===== src/hw/rtl/tepq_pkg.sv =====
// shared types and constants for the timed event priority queue
`timescale 1ns / 1ps

package tepq_pkg;

	// field widths
	localparam int TICK_W     = 64;
	localparam int DATA_W     = 64;
	localparam int ORDER_W    = 64;
	localparam int TAG_W      = 8;
	localparam int STATUS_W   = 2;
	localparam int CFG_IDX_W  = 8;

	// parameter defaults
	localparam int DEF_QUEUE_DEPTH = 16;
	localparam int DEF_TAG_BITS    = 8;

	// most events fired by one advance
	localparam int MAX_FIRE   = 16;
	localparam int FIRE_CNT_W = $clog2(MAX_FIRE + 1);

	// opcodes
	localparam logic OP_SCHEDULE = 1'b0;
	localparam logic OP_ADVANCE  = 1'b1;

	// configuration register indexes
	localparam logic [CFG_IDX_W-1:0] REG_TIMELINE_ENABLE = 8'd0;
	localparam logic [CFG_IDX_W-1:0] REG_FIRE_ENABLE     = 8'd1;

	// result status codes
	typedef enum logic [STATUS_W-1:0] {
		ST_SCHEDULED = 2'd0,
		ST_DROPPED   = 2'd1,
		ST_FIRED     = 2'd2,
		ST_NOTHING   = 2'd3
	} status_t;

	// stored event, less its tag
	typedef struct packed {
		logic [TICK_W-1:0]  due;
		logic [ORDER_W-1:0] order;
		logic [DATA_W-1:0]  data;
	} entry_t;

	// command broadcast to every slot of the chain
	typedef struct packed {
		logic   insert;
		logic   pop;
		entry_t ent;
	} slot_ctrl_t;

endpackage


===== src/hw/rtl/tepq_slot.sv =====
// one slot of the sorted shift chain: holds an event, shifts on insert or pop
`timescale 1ns / 1ps

module tepq_slot #(
	parameter int TAG_BITS = tepq_pkg::DEF_TAG_BITS
) (
	input  logic                clk,
	input  logic                arst_n,
	input  tepq_pkg::slot_ctrl_t ctrl,
	input  logic [TAG_BITS-1:0] new_tag,
	input  tepq_pkg::entry_t    left_ent,
	input  logic [TAG_BITS-1:0] left_tag,
	input  logic                left_valid,
	input  logic                left_gt,
	input  tepq_pkg::entry_t    right_ent,
	input  logic [TAG_BITS-1:0] right_tag,
	input  logic                right_valid,
	output tepq_pkg::entry_t    ent,
	output logic [TAG_BITS-1:0] tag,
	output logic                valid,
	output logic                gt
);

	tepq_pkg::entry_t    ent_q;
	logic [TAG_BITS-1:0] tag_q;
	logic                valid_q;

	// new event sorts ahead of this slot (empty slots sort last)
	assign gt = !valid_q || (ctrl.ent.due < ent_q.due) ||
		((ctrl.ent.due == ent_q.due) && (ctrl.ent.order < ent_q.order));

	// occupancy
	always_ff @(posedge clk or negedge arst_n) begin
		if (!arst_n) begin
			valid_q <= 1'b0;
		end else if (ctrl.pop) begin
			valid_q <= right_valid;
		end else if (ctrl.insert && gt) begin
			valid_q <= left_gt ? left_valid : 1'b1;
		end
	end

	// payload
	always_ff @(posedge clk) begin
		if (ctrl.pop) begin
			ent_q <= right_ent;
			tag_q <= right_tag;
		end else if (ctrl.insert && gt) begin
			if (left_gt) begin
				ent_q <= left_ent;
				tag_q <= left_tag;
			end else begin
				ent_q <= ctrl.ent;
				tag_q <= new_tag;
			end
		end
	end

	assign ent   = ent_q;
	assign tag   = tag_q;
	assign valid = valid_q;

endmodule

===== config.mk =====
export PLATFORM = sky130hd
export DESIGN_NAME = tepq_slot
export DESIGN_NICKNAME = d
export VERILOG_FILES = /design/src/hw/rtl/tepq_pkg.sv /design/src/hw/rtl/tepq_slot.sv
export SDC_FILE = /design/constraint.sdc
export NUM_CORES = 1
export LEC_CHECK = 0
export BUFFER_PORTS_ARGS = -buffer_cell sky130_fd_sc_hd__buf_2
export CAP_MARGIN = 20
export CORE_AREA = 2 2 314 316
export CTS_BUF_LIST = sky130_fd_sc_hd__clkbuf_4
export DETAILED_ROUTE_END_ITERATION = 12
export DIE_AREA = 0 0 316 318
export GPL_TIMING_DRIVEN = 0
export PLACE_DENSITY = 0.37
export SYNTH_ARGS = -nofsm -noshare
export SYNTH_HDL_FRONTEND = slang
export SYNTH_SLANG_ARGS = --single-unit

===== constraint.sdc =====
create_clock -name clk -period 7.2 [get_ports clk]
set_clock_uncertainty 0.2 [all_clocks]
set_input_delay 0.36 -clock clk [delete_from_list [all_inputs] [get_ports clk]]
set_output_delay 0.36 -clock clk [all_outputs]
set_load 0.005 [all_outputs]

==> flow_summary.ini <==
[outcome]
status = complete, no violations

[power_and_ir_drop]
total_power_uw = 4140
p_per_area_nw_per_um2 = 169
power.leakage_uw = 0.0117
ir_worst_vdd_mv = 0.0667

[layout]
layout_commonest_cell = buf_2
area_delta_synth_final_pct = 84.1
multiInputGateArea_um2 = 6480
fin_nets = 3395
seqCellArea_um2 = 6030
stdcell_count = 4009
drive_gt1_share_pct = 34.3
final_cell_mix = buf_2, dlygate4sd3_1, nand2_1
final_area_um2 = 24400
fill_cells = 10800

[grt]
use_met3_pct = 5.10
antenna_found_initial = 33
met2_usage_pct = 27.2
met1_usage_pct = 16.6
gr-usage-all-layers_pct = 15.0
globalRouteOverflowTotal = 0
grt_max_degree = 62
busiest_layer = met2
grt_pass1_vias = 16100
grt_pass1_wl_um = 109000

[synthesis]
yosysWarnings = 0
synth-async-reset-ratio_pct = 0.498
ys_ff_latch = 201
synth_area_leaders = edfxtp_1, mux2i_1, ha_1
synth_top_flop_cell = edfxtp_1
yosys.area.top_type = edfxtp_1
synth_edf_count = 200
syn_nets = 2066
syn_inst = 1332
netlist_area_um2 = 13300
synthDominantCellAreaShare_pct = 45.3
ys_seq_area_share_pct = 45.5
syn_area_per_cell_um2 = 9.96
synth_cell_type_count = 36

[place]
gp_congestion = 0.840
dpl_cell_area_um2 = 19100
io_buffers = 806
place_hpwl_um = 64200
dp.cells = 3432

[clock_network]
ctsHoldBuffers = 443
clk_pin_slew_ps = 60
cts_setup_buffers = 0
htreeDepth = 3
clockRootBuffer = clkbuf_4
cts_buffers = 71
cts-resized-gates = 0
cts_max_path_buffers = 3
cts_tree = yes
clkLatencyLatePin_ps = 870
clock_sinks = 201

[floorplan]
die_area_um2 = 100000
core-area_um2 = 97400
chipHeight_um = 318
die_x_um = 316
ioPinCount = 809
rows = 115
initial_utilization_pct = 13.6

[critical_path]
critPathMaxFanout = 61
start_kind = flip-flop
crit_path_max_incr_delay_ps = 670
crit_slowest_cell = a2111oi_0
worst_setup_path_end_kind = flip-flop
cp.arrival_ps = 5430
worstPathCellList = inv_1 -> ha_1 -> a2111oi_0 -> o32ai_1 -> o21a_1 -> o211ai_1 -> a21oi_1 -> o21ai_2 -> o22a_4 -> buf_16 -> buf_16
critPathRequiredTime_ps = 7490
r2r_cells = 11
critical_path_class = flip-flop to flip-flop
cp_common_cell = buf_16

[sta]
rsz0062_at_grt = no
setup_viol = 0
finalMaxSlewViolations = 0
worst_pin_slew_ps = 1130
hold_viol = 0
fin_crit_ps = 5130
fmax_mhz = 195
fin_crit_sh_pct = 71.3
max_slew_margin_pct = 24.8
whs_ps = 184

[route]
drc = 0
vias = 15500
routed_wl_um = 78300
firstDrtPassIters = 7
via_per_inst = 3.87
drt_iter0_drc = 731
avgRoutedWirePerCell_um = 19.5
ant_nets = 0

[job]
cap_viol_max_count = 0

[worst_hold_path]
holdPathStages = 4
hp-class = primary input to flip-flop
==> synthesized netlist by cell type, types with 2 or more instances <==
cell type / instances
ha_1: 127
clkbuf_1: 49
nor2b_1: 5
a21o_1: 14
mux2i_1: 200
buf_1: 19
o211ai_1: 4
nand4_1: 23
nand3_1: 9
o21a_1: 2
a21oi_1: 51
o21ai_0: 226
inv_1: 133
a211oi_1: 6
nor3_1: 5
edfxtp_1: 200
nand2_1: 227
nor2_1: 13
nor4_1: 2
==> cell families after synthesis <==
| kind of cell | Yosys count | synth area share (%) |
|---|---|---|
| AOI/OAI and AO/OA | 312 | 12.6 |
| and+or+nand+nor | 291 | 9.20 |
| DFF | 201 | 45.5 |
| muxes | 200 | 15.1 |
| buffers and inverters | 201 | 5.69 |
| adders and majority gates | 127 | 12.0 |
==> through the flow <==
stage	setup WS [ps]	util (%)	setup TNS [ps]
detailed placement	1990	19.6	0
floorplan	1900	-	0
global route	1830	25.0	0
finish	2070	25.1	0
global placement	-1020	19.4	-192520
CTS	1950	25.0	0
==> cell type report <==
type	count	share of cell area [%]
Timing Repair Buffer	1256	35.3
Multi-Input combinational cell	930	26.6
Sequential cell	201	24.7
Tap cell	1287	6.60
Clock buffer	95	2.92
Inverter	133	2.05
Buffer	68	1.06
Clock inverter	24	0.625
Antenna cell	15	0.154
==> critical path, delay by kind of cell (launching register included) <==
| kind | cells | cell delay, ps |
|---|---|---|
| buf+inv | 3 | 730 |
| flops | 1 | 420 |
| fa+ha+maj | 1 | 220 |
| compound gates | 7 | 2980 |
==> per-layer routing <==
metal | routed length [um] | share of wire (%)
met1 | 30200 | 39
met2 | 39700 | 51
met3 | 6730 | 8.6
met4 | 1550 | 2.0
met5 | 104 | 0.13
==> flip-flops by register name, summed over array words and instances (netlist names) <==
name and flops:
valid 1, tag 8, ent 192
==> power breakdown <==
group | internal, uW | leakage [uW] | switching, uW | total (uW)
Sequential | 1480 | 0.00205 | 70.8 | 1550
Combinational | 643 | 0.00919 | 633 | 1280
Clock | 652 | 0.000503 | 656 | 1310
Total | 2780 | 0.0117 | 1360 | 4140
==> worst paths after layout <==
path	start	to	slack, ps
min in group asynchronous	arst_n	valid$_DFFE_PN0P_	210
max in group asynchronous	arst_n	valid$_DFFE_PN0P_	6490
hold / removal	ctrl[9]	ent[9]$_DFFE_PP_	180
hold reg to reg	valid$_DFFE_PN0P_	ent[147]$_DFFE_PP_	890
setup reg to reg	ent[65]$_DFFE_PP_	ent[22]$_DFFE_PP_	2070
setup / recovery	ent[65]$_DFFE_PP_	ent[22]$_DFFE_PP_	2070
Note: power is estimated with default switching activity, not from simulation.
